==> src/sv/sopc_pkg.sv <==
// shared types and constants for the stepper opto calibration block
// no dependencies; used by every module of the block
`timescale 1ns / 1ps

package sopc_pkg;

    localparam int unsigned CNT_W  = 16;
    localparam int unsigned ADDR_W = 3;
    localparam int unsigned DATA_W = 32;

    localparam logic [CNT_W-1:0] STEP_LIMIT_RST = 16'd8192;
    localparam logic [CNT_W-1:0] SLOT_LIMIT_RST = 16'd512;

    // register index taken from the word address
    localparam logic REG_STEP_LIMIT = 1'b0;
    localparam logic REG_SLOT_LIMIT = 1'b1;

    typedef enum logic [1:0] {
        CMD_MEASURE = 2'd0,
        CMD_ALIGN   = 2'd1,
        CMD_REPORT  = 2'd2
    } t_cmd;

    typedef enum logic [1:0] {
        ST_OK          = 2'd0,
        ST_NO_EDGE     = 2'd1,
        ST_STUCK_LOW   = 2'd2,
        ST_NO_SECOND   = 2'd3
    } t_status;

    typedef enum logic [2:0] {
        PH_IDLE = 3'd0,
        PH_RISE = 3'd1,
        PH_FALL = 3'd2,
        PH_SLOT = 3'd3,
        PH_REV  = 3'd4,
        PH_HALF = 3'd5
    } t_phase;

    typedef enum logic {
        OP_MEASURE = 1'b0,
        OP_ALIGN   = 1'b1
    } t_op;

    typedef struct packed {
        logic [CNT_W-1:0] step_limit;
        logic [CNT_W-1:0] slot_limit;
    } t_cfg;

    typedef struct packed {
        logic             step_request;
        logic             motor_stop;
        logic             done_res;
        t_status          status;
        logic [CNT_W-1:0] revolution_steps;
        logic [CNT_W-1:0] slot_steps;
    } t_result;

endpackage

==> src/sv/sopc_regs.sv <==
// apb configuration registers: step limit and slot step limit
// depends on sopc_pkg
`timescale 1ns / 1ps

module sopc_regs (
    input  logic                         i_clk,
    input  logic                         i_rst_n,
    input  logic                         psel,
    input  logic                         penable,
    input  logic                         pwrite,
    input  logic [sopc_pkg::ADDR_W-1:0]  paddr,
    input  logic [sopc_pkg::DATA_W-1:0]  pwdata,
    output logic [sopc_pkg::DATA_W-1:0]  prdata,
    output logic                         pready,
    output sopc_pkg::t_cfg               o_cfg
);

    logic [sopc_pkg::CNT_W-1:0] r_step_limit;
    logic [sopc_pkg::CNT_W-1:0] r_slot_limit;
    logic                       wr_en;
    logic                       reg_idx;

    assign pready  = 1'b1;
    assign reg_idx = paddr[2];
    assign wr_en   = psel & penable & pwrite & pready;

    always_ff @(posedge i_clk) begin
        if (!i_rst_n) begin
            r_step_limit <= sopc_pkg::STEP_LIMIT_RST;
            r_slot_limit <= sopc_pkg::SLOT_LIMIT_RST;
        end else if (wr_en) begin
            if (reg_idx == sopc_pkg::REG_STEP_LIMIT) begin
                r_step_limit <= pwdata[sopc_pkg::CNT_W-1:0];
            end else begin
                r_slot_limit <= pwdata[sopc_pkg::CNT_W-1:0];
            end
        end
    end

    always_comb begin
        prdata = '0;
        if (reg_idx == sopc_pkg::REG_STEP_LIMIT) begin
            prdata[sopc_pkg::CNT_W-1:0] = r_step_limit;
        end else begin
            prdata[sopc_pkg::CNT_W-1:0] = r_slot_limit;
        end
    end

    assign o_cfg.step_limit = r_step_limit;
    assign o_cfg.slot_limit = r_slot_limit;

endmodule

==> src/sv/sopc_core.sv <==
// calibration sequencer: phase and counter registers plus next-step logic
// depends on sopc_pkg
`timescale 1ns / 1ps

module sopc_core (
    input  logic              i_clk,
    input  logic              i_rst_n,
    input  logic              i_valid,
    input  logic              i_fire,
    input  logic [1:0]        i_cmd,
    input  logic              i_level,
    input  sopc_pkg::t_cfg    i_cfg,
    output logic              o_emit,
    output sopc_pkg::t_result o_res
);

    sopc_pkg::t_phase           r_phase,  n_phase;
    logic [sopc_pkg::CNT_W-1:0] r_search, n_search;
    logic [sopc_pkg::CNT_W-1:0] r_rot,    n_rot;
    logic [sopc_pkg::CNT_W-1:0] r_slot,   n_slot;
    logic                       r_edge,   n_edge;
    sopc_pkg::t_op              r_op,     n_op;

    logic [sopc_pkg::CNT_W-1:0] sc_inc;
    logic [sopc_pkg::CNT_W-1:0] rc_inc;
    logic [sopc_pkg::CNT_W-1:0] rev_cnt;
    sopc_pkg::t_phase           search_ph;
    logic                       go_edge;
    logic                       go_search;
    logic                       go_rev;
    logic                       go_fail;
    logic                       go_ask;
    logic                       go_done;

    assign sc_inc = r_search + sopc_pkg::CNT_W'(1);
    assign rc_inc = r_rot + sopc_pkg::CNT_W'(1);

    always_ff @(posedge i_clk) begin
        if (!i_rst_n) begin
            r_phase  <= sopc_pkg::PH_IDLE;
            r_search <= '0;
            r_rot    <= '0;
            r_slot   <= '0;
            r_edge   <= 1'b0;
            r_op     <= sopc_pkg::OP_MEASURE;
        end else if (i_fire) begin
            r_phase  <= n_phase;
            r_search <= n_search;
            r_rot    <= n_rot;
            r_slot   <= n_slot;
            r_edge   <= n_edge;
            r_op     <= n_op;
        end
    end

    always_comb begin
        n_phase   = r_phase;
        n_search  = r_search;
        n_rot     = r_rot;
        n_slot    = r_slot;
        n_edge    = r_edge;
        n_op      = r_op;
        o_emit    = 1'b0;
        o_res     = '0;
        search_ph = sopc_pkg::PH_FALL;
        rev_cnt   = '0;
        go_edge   = 1'b0;
        go_search = 1'b0;
        go_rev    = 1'b0;
        go_fail   = 1'b0;
        go_ask    = 1'b0;
        go_done   = 1'b0;

        // first step: what the command or report asks for
        if (i_valid) begin
            case (i_cmd)
                sopc_pkg::CMD_MEASURE, sopc_pkg::CMD_ALIGN: begin
                    if (r_phase == sopc_pkg::PH_IDLE) begin
                        o_emit = 1'b1;
                        n_op   = (i_cmd == sopc_pkg::CMD_ALIGN) ? sopc_pkg::OP_ALIGN
                                                                : sopc_pkg::OP_MEASURE;
                        if (r_edge) begin
                            go_edge = 1'b1;
                        end else begin
                            go_search = 1'b1;
                            search_ph = i_level ? sopc_pkg::PH_FALL : sopc_pkg::PH_RISE;
                        end
                    end
                end
                sopc_pkg::CMD_REPORT: begin
                    case (r_phase)
                        sopc_pkg::PH_IDLE: begin
                            o_emit = 1'b0;
                        end
                        sopc_pkg::PH_RISE: begin
                            o_emit   = 1'b1;
                            n_search = sc_inc;
                            if (i_level) begin
                                go_search = 1'b1;
                                search_ph = sopc_pkg::PH_FALL;
                            end else if (sc_inc >= i_cfg.step_limit) begin
                                go_fail = 1'b1;
                            end else begin
                                go_ask = 1'b1;
                            end
                        end
                        sopc_pkg::PH_FALL: begin
                            o_emit   = 1'b1;
                            n_search = sc_inc;
                            if (!i_level) begin
                                go_edge = 1'b1;
                            end else if (sc_inc >= i_cfg.step_limit) begin
                                go_fail = 1'b1;
                            end else begin
                                go_ask = 1'b1;
                            end
                        end
                        sopc_pkg::PH_SLOT: begin
                            o_emit   = 1'b1;
                            n_search = sc_inc;
                            n_rot    = rc_inc;
                            if (i_level) begin
                                n_slot  = rc_inc;
                                go_rev  = 1'b1;
                                rev_cnt = rc_inc;
                            end else if (sc_inc >= i_cfg.slot_limit) begin
                                n_edge       = 1'b0;
                                go_done      = 1'b1;
                                o_res.status = sopc_pkg::ST_STUCK_LOW;
                            end else begin
                                go_ask = 1'b1;
                            end
                        end
                        sopc_pkg::PH_REV: begin
                            o_emit = 1'b1;
                            n_rot  = rc_inc;
                            if (!i_level) begin
                                n_edge                 = 1'b1;
                                go_done                = 1'b1;
                                o_res.revolution_steps = rc_inc;
                            end else begin
                                go_rev  = 1'b1;
                                rev_cnt = rc_inc;
                            end
                        end
                        sopc_pkg::PH_HALF: begin
                            o_emit   = 1'b1;
                            n_search = sc_inc;
                            if (sc_inc >= {1'b0, r_slot[sopc_pkg::CNT_W-1:1]}) begin
                                n_edge           = 1'b0;
                                go_done          = 1'b1;
                                o_res.motor_stop = 1'b1;
                            end else begin
                                go_ask = 1'b1;
                            end
                        end
                        default: begin
                            n_phase = sopc_pkg::PH_IDLE;
                        end
                    endcase
                end
                default: begin
                    o_emit = 1'b0;
                end
            endcase
        end

        // standing on the falling edge: slot count or half-slot move
        if (go_edge) begin
            n_edge = 1'b1;
            if (n_op == sopc_pkg::OP_MEASURE) begin
                n_rot    = '0;
                n_search = '0;
                if (i_cfg.slot_limit == '0) begin
                    n_slot  = '0;
                    go_rev  = 1'b1;
                    rev_cnt = '0;
                end else begin
                    n_phase = sopc_pkg::PH_SLOT;
                    go_ask  = 1'b1;
                end
            end else begin
                n_search = '0;
                if (r_slot[sopc_pkg::CNT_W-1:1] == '0) begin
                    n_edge           = 1'b0;
                    go_done          = 1'b1;
                    o_res.motor_stop = 1'b1;
                end else begin
                    n_phase = sopc_pkg::PH_HALF;
                    go_ask  = 1'b1;
                end
            end
        end

        if (go_search) begin
            n_phase  = search_ph;
            n_search = '0;
            if (i_cfg.step_limit == '0) begin
                go_fail = 1'b1;
            end else begin
                go_ask = 1'b1;
            end
        end

        if (go_rev) begin
            n_phase = sopc_pkg::PH_REV;
            if (rev_cnt >= i_cfg.step_limit) begin
                n_edge       = 1'b0;
                go_done      = 1'b1;
                o_res.status = sopc_pkg::ST_NO_SECOND;
            end else begin
                go_ask = 1'b1;
            end
        end

        if (go_fail) begin
            go_done          = 1'b1;
            o_res.status     = sopc_pkg::ST_NO_EDGE;
            o_res.motor_stop = (n_op == sopc_pkg::OP_ALIGN);
        end

        if (go_done) begin
            n_phase = sopc_pkg::PH_IDLE;
        end

        o_res.step_request = go_ask;
        o_res.done_res     = go_done;
        o_res.slot_steps   = n_slot;
    end

endmodule

==> src/sv/stepper_opto_calibration.sv <==
// channel        direction  handshake                  payload
// item in        input      i_in_valid / o_in_ready    i_command, i_sensor_level
// result out     output     o_out_valid / i_out_ready  o_step_request .. o_slot_steps
// config         input      psel/penable/pwrite/pready paddr, pwdata, prdata
//
// one transaction per cycle unless results stall; a result is registered as its
// item fires; rate is set by the input register -> sequencer -> result register path
// reset is synchronous, active low; limits return to 8192 and 512 steps
// a stalled result holds the result register; the input register still drains
// transactions that give no result, and takes a new one as it drains
`timescale 1ns / 1ps

module stepper_opto_calibration (
    input  logic                         i_clk,
    input  logic                         i_rst_n,
    input  logic                         i_in_valid,
    output logic                         o_in_ready,
    input  logic [1:0]                   i_command,
    input  logic                         i_sensor_level,
    output logic                         o_out_valid,
    input  logic                         i_out_ready,
    output logic                         o_step_request,
    output logic                         o_motor_stop,
    output logic                         o_done_res,
    output logic [1:0]                   o_status,
    output logic [15:0]                  o_revolution_steps,
    output logic [15:0]                  o_slot_steps,
    input  logic                         psel,
    input  logic                         penable,
    input  logic                         pwrite,
    input  logic [sopc_pkg::ADDR_W-1:0]  paddr,
    input  logic [sopc_pkg::DATA_W-1:0]  pwdata,
    output logic [sopc_pkg::DATA_W-1:0]  prdata,
    output logic                         pready
);

    sopc_pkg::t_cfg    cfg;
    sopc_pkg::t_result core_res;
    sopc_pkg::t_result r_out;
    logic              r_out_valid;
    logic              r_in_valid;
    logic [1:0]        r_in_cmd;
    logic              r_in_level;
    logic              core_emit;
    logic              out_free;
    logic              fire;

    sopc_regs u_regs (
        .i_clk   (i_clk),
        .i_rst_n (i_rst_n),
        .psel    (psel),
        .penable (penable),
        .pwrite  (pwrite),
        .paddr   (paddr),
        .pwdata  (pwdata),
        .prdata  (prdata),
        .pready  (pready),
        .o_cfg   (cfg)
    );

    sopc_core u_core (
        .i_clk   (i_clk),
        .i_rst_n (i_rst_n),
        .i_valid (r_in_valid),
        .i_fire  (fire),
        .i_cmd   (r_in_cmd),
        .i_level (r_in_level),
        .i_cfg   (cfg),
        .o_emit  (core_emit),
        .o_res   (core_res)
    );

    assign out_free   = !r_out_valid || i_out_ready;
    // ignored transactions drain even while the result register is full
    assign fire       = r_in_valid && (!core_emit || out_free);
    assign o_in_ready = !r_in_valid || fire;

    always_ff @(posedge i_clk) begin
        if (!i_rst_n) begin
            r_in_valid <= 1'b0;
        end else if (o_in_ready) begin
            r_in_valid <= i_in_valid;
        end
    end

    always_ff @(posedge i_clk) begin
        if (o_in_ready && i_in_valid) begin
            r_in_cmd   <= i_command;
            r_in_level <= i_sensor_level;
        end
    end

    always_ff @(posedge i_clk) begin
        if (!i_rst_n) begin
            r_out_valid <= 1'b0;
        end else if (fire && core_emit) begin
            r_out_valid <= 1'b1;
        end else if (i_out_ready) begin
            r_out_valid <= 1'b0;
        end
    end

    always_ff @(posedge i_clk) begin
        if (fire && core_emit) begin
            r_out <= core_res;
        end
    end

    assign o_out_valid        = r_out_valid;
    assign o_step_request     = r_out.step_request;
    assign o_motor_stop       = r_out.motor_stop;
    assign o_done_res         = r_out.done_res;
    assign o_status           = r_out.status;
    assign o_revolution_steps = r_out.revolution_steps;
    assign o_slot_steps       = r_out.slot_steps;

endmodule

==> config.mk <==
export PLATFORM = sky130hd
export DESIGN_NAME = stepper_opto_calibration
export DESIGN_NICKNAME = d
export VERILOG_FILES = /design/src/sv/sopc_pkg.sv /design/src/sv/sopc_regs.sv /design/src/sv/sopc_core.sv /design/src/sv/stepper_opto_calibration.sv
export SDC_FILE = /design/constraint.sdc
export NUM_CORES = 1
export LEC_CHECK = 0
export ABC_AREA = 1
export ABC_CLOCK_PERIOD_IN_PS = 3000
export BUFFER_PORTS_ARGS = -buffer_cell sky130_fd_sc_hd__buf_2
export CAP_MARGIN = 20
export CORE_MARGIN = 2
export CORE_UTILIZATION = 52
export DETAILED_ROUTE_END_ITERATION = 10
export PLACE_DENSITY = 0.77
export SETUP_SLACK_MARGIN = 0.4
export SYNTH_ARGS = -nofsm -noshare
export SYNTH_HDL_FRONTEND = slang
export SYNTH_SLANG_ARGS = --single-unit
==> constraint.sdc <==
create_clock -name i_clk -period 3 [get_ports i_clk]
set_clock_uncertainty 0.05 [all_clocks]
set_input_delay 0.3 -clock i_clk [delete_from_list [all_inputs] [get_ports i_clk]]
set_output_delay 0.3 -clock i_clk [all_outputs]
set_load 0.01 [all_outputs]
[Word-level counts from Yosys, hierarchy flattened]
Cells that the tools add are included.
Word-level totals
  flip-flop bits (word level): 127
  bits of input ports: 45
  output and inout port bits: 72
  logic and storage cells: 197
Operators by class
  $add $sub $neg: 2
  $lt $le $gt $ge: 4
  eq/ne operators: 7
  muxes and demuxes: 133
  bitwise logic cells: 6
  reduce and logical (&&, ||, !) cells: 27
Operators by type and width (number)
  two-way mux 16 bit: 27
  two-way mux 1 bit: 77
  greater-or-equal comparator 16 bit: 3
  two-way mux 3 bit: 14
  two-way mux 18 bit: 2
  adder 16 x 1 -> 16 bit (second input constant): 2
  zero test 16 bit: 2
  greater-or-equal comparator 16 x 15 -> 1 bit: 1
  zero test 15 bit: 1
  two-way mux 2 bit: 6
  nonzero test 3 bit: 3
  one-hot mux 1 bit (2 select lines): 4
  OR reduction 4 bit: 2
  == test 3 x 2 -> 1 bit (second input constant): 2
  == test 3 bit (second input constant): 2
  one-hot mux 1 bit (3 select lines): 2
  OR reduction 6 bit: 1
  OR reduction 5 bit: 1
  inverter 1 bit: 4
  one-hot mux 1 bit (4 select lines): 1
  AND reduction 2 bit: 2
  AND reduction 4 bit: 1
  OR reduction 2 bit: 2
  == test 3 x 1 -> 1 bit (second input constant): 1
  9 further kinds: 16

[Longest topological paths before layout]
  depth after elaboration: 14
  mapped depth: 22
  gate-level depth less buffers: 22

[Hierarchy]
From an unflattened synthesis, not the netlist that was laid out.
Unflattened totals
  cells, all modules: 1124
  area, all modules: 8162.8 sq um
By module, submodules not included
  sopc_core: instances 1, cells an instance 802, area an instance 5129.9 sq um, seq. area each 1061.0 sq um
  sopc_regs: instances 1, cells an instance 263, area an instance 1710.4 sq um, seq. area each 640.6 sq um
  stepper_opto_calibration: instances 1, cells an instance 59, area an instance 1322.5 sq um, seq. area each 1241.2 sq um

[Least setup slack after synthesis]
No wires, ideal clock.
  path type: flip-flop to flip-flop
  from: reg u_core.r_search[0] (netlist name)
  to: reg r_out (netlist bit o_done_res), data pin
  library setup time: 261 ps
  arrival time: 2609 ps
  required time: 2689 ps
  path slack: 80 ps
  cell stages (with the launch flop): 20
  buffers on the path: 0
  clock period less this slack: 2920 ps
  cell sequence: dfxtp_1 -> ha_1 -> nand2_1 -> nor3_1 -> nand2_1 -> nor2_1 -> nand4_2 -> nor2_2 -> xor2_1 -> ha_1 -> nand2_1 -> inv_1 -> nand3_1 -> inv_1 -> a21oi_1 -> nand3_1 -> nand2_1 -> nand2_1 -> nor2_4 -> nand3_1
RTL lines
  from (decl): line sopc_core.sv:18  | logic [sopc_pkg::CNT_W-1:0] r_search, n_search;
  from (signal assigned): line sopc_core.sv:48  | r_search <= n_search;
  to (signal assigned): line stepper_opto_calibration.sv:105  | r_out <= core_res;
  to (decl): line stepper_opto_calibration.sv:39  | sopc_pkg::t_result r_out;

==> impl_results.md <==
- Placed insts: approximately 1300
- Clock sink count: about 130
- Global-route wire length before repair: approximately 34 mm
- Core Region: between 10000 and 15000 um2
- Cells along the critical path: buf_4 > nand2_2 > nor2_4 > buf_4 > nand3_1 > xor2_1 > ha_1 > a21o_1 > a21boi_0 > nand2_1 > nand2_2 > nand3_4 > a21oi_1 > nand2_1 > nand2_2 > nand3_1
- Final Hold Fails: 0
- Least-Margin Pin Slew: 796 ps
- Clock period minus worst slack: just under 3000 ps
- Top cell type's share of synthesized area: 22.3%
- Worst VDD drop: ~0.4 mV
- Die height: about 130 um
- Status: finished, final reports clean
- Layout cells sized above 1: approximately a quarter
- Final HPWL from detailed placement: around 15 mm
- Worst setup SP type: register
- Most used cell, CP: nand2_2
- Drt drc: 0
- Number of diodes: 0
- CP max-delay cell: xor2_1
- Slew Viols, Final: 0
- Largest net degree at the start of global routing: 48
- R2R cell count: 16
- Fin crit share: 99.1%
- I/O pin cnt: 117
- Leak: 4.49 nW
- Predominant post-synthesis flop cell: dfxtp_1
- Critical Path RT: between 3000 and 4000 ps
- Layout Utilization: around 66%
- GRT Total Usage: around a quarter
- Crit path capture type: register
- Root Buffer Master: clkbuf_16
- Hold path depth: 3
- Pwr dens: about 450 nW/um2
- Grt total ovfl: 0
- Final-stage net count: around 1300
- Vias per Instance: around 5.4
- Die W: between 100 and 150 um
- Wire per inst: around 16 um
- Fillers: 1189
- Fmax: ~340 MHz
- Final wirelength: around 21 mm
- Ranking of synthesized cells by area: dfxtp_1 (22%), edfxtp_1 (15%), ha_1 (10%)
- Asr flop ratio synth: 0%
- TritonCTS buffer count: 17
- Post-route ant nets: 0
- Clk pin slew, worst setup/hold paths: roughly 60 ps
- Vias in the first global route: between 6000 and 7000
- WHS: 51.6 ps
- Area grow syn2layout: 23.9%
- Unique masters post-synth: 48
- Htree depth: 4
- Hold Path Class: in2reg
- Syn Inst Count: 1027
- Starting density of the core: a little over half
- Yosys warnings: 0
- Clock buffer depth: 2
- Via Count: between 7000 and 8000
- Row count: 44
- Port bufs: just over 80
- Crit path largest cell delay: 400 ps
- Most common library cells after synthesis: nand2_1 (168), inv_1 (129), a21oi_1 (114)
- Count leader, synth: nand2_1
- Synth Area per Inst: approximately 7.6 um2
- Clock Latency Late Sink: approximately 440 ps
- Sequential share of the synthesized area: between 30% and 40%
- Crit path DAT: 3110 ps
- Final setup fails: 0
- Yosys reg bits: 127
- CP max FO: 4
- Post-Layout Cell Count: roughly 1300
- CP Class: reg2reg
- Area of the die: 16000 um2
- CTS tree: yes
- Setup TNS: 0 ps
- Dominant cell type by area after synthesis: dfxtp_1
- Pre-antenna DRT Iters: 5
- Routability congestion estimate: ~0.9
- Slew margin rel.: between 40% and 50%
- Number of enable flip-flop cells after synthesis: 40
- Max-cap check violation count: 0
- Synthesized area: 7820 um2
- Initial antenna violation count: 0
- DRT iter0 DRCs: between 700 and 800
- RSZ-0062 raised after global routing: true
## through the flow
step | total power [mW] | worst slack, ps | instance area [um2]
after floorplan | 2.17 | 307 | 7980
after CTS | 4.31 | 68.2 | 9370
after global routing | 4.48 | -184 | 9690
final | 4.32 | 26.1 | 9690
after global placement | 2.27 | -0.274 | 8670
after detailed placement | 2.28 | -42.9 | 8670
## power breakdown
part / internal, mW / switching (mW)
Clock: 1.16 / 0.867
Sequential: 1.82 / 0.0243
Combinational: 0.159 / 0.294
## layout make-up
| cell class | count | area [um2] | area share [%] |
|---|---|---|---|
| Clock buffer | 17 | 425 | 4.39 |
| Tap cell | 184 | 230 | 2.38 |
| Clock inverter | 15 | 151 | 1.56 |
| Sequential cell | 127 | 2960 | 30.6 |
| Multi-Input combinational cell | 720 | 4490 | 46.3 |
| Timing Repair Buffer | 141 | 891 | 9.19 |
| Inverter | 144 | 541 | 5.58 |
## cell families (layout without fill, tap and decap cells)
logic type	after synthesis	in the layout	synth area share, %
fa+ha+maj	65	65	10.4
buf+inv	195	317	10.9
flops	127	127	37.6
other cells	2	17	0.0961
simple gates	375	375	21.6
compound gates	241	241	16.8
xor+xnor	22	22	2.56
## placed cells by master (no fill, tap or decap), types with 6 or more instances in the layout
cell / synthesis / layout
dfxtp_1: 87 / 79
buf_2: 7 / 81
buf_4: 21 / 52
edfxtp_1: 40 / 40
nand2_1: 168 / 153
nor2_2: 7 / 6
inv_2: 14 / 22
nand2_4: 1 / 6
ha_4: 0 / 8
a211oi_1: 11 / 11
nand4_1: 16 / 16
nor2_4: 6 / 13
nand3_1: 39 / 29
conb_1: 2 / 17
clkbuf_16: 0 / 17
inv_1: 129 / 121
ha_1: 65 / 57
o21ai_0: 94 / 91
nand2_2: 14 / 24
xor2_1: 14 / 11
nor2_1: 103 / 97
a21oi_1: 114 / 111
nand3_2: 3 / 12
## state kept, by name, summed over array words and instances, names as in the netlist, 2 cells and up
register and flops:
u_core.r_rot 16, o_status 2, u_regs.r_slot_limit 16, o_slot_steps 16, r_in_cmd 2, u_core.r_phase 3, u_regs.r_step_limit 16, o_revolution_steps 16
u_core.r_slot 16, u_core.r_search 16
## worst max-delay path: cells and delay by family (launching register included)
| kind | cells | cell delay (ps) |
|---|---|---|
| simple gates | 9 | 800 |
| compound gates | 3 | 520 |
| xor+xnor | 1 | 400 |
| flops | 1 | 350 |
| fa+ha+maj | 1 | 340 |
| buf+inv | 2 | 250 |
## what timing repair did
item / 4_1_cts / 5_1_grt
endpoints found under the hold margin: 3 / 0
pin swaps: 26 / 34
setup endpoints to repair: 9 / 11
setup buffers: 2 / 8
gates resized for setup: 23 / 55
hold buffers: 3 / 0
## layer usage
layer / routed length, um / vias to the layer above / global-route usage (%)
met2: 9930 / 272 / 43.2
met5: 0 / - / 0
met4: 692 / 0 / 10.7
met3: 1340 / 45 / 5.44
met1: 9200 / 3313 / 35.0
li1: - / 3630 / -
## path summary, 6_finish.rpt
| kind | from | end | slack, ps |
|---|---|---|---|
| setup / recovery | u_core.r_search[1] | o_done_res | 30 |
| hold / removal | pwdata[13] | u_regs.r_step_limit[13] | 50 |
| setup reg to reg | u_core.r_search[1] | o_done_res | 30 |
| hold reg to reg | u_core.r_slot[11] | u_core.r_slot[11] | 440 |
Power figures use the tool's default switching activity.
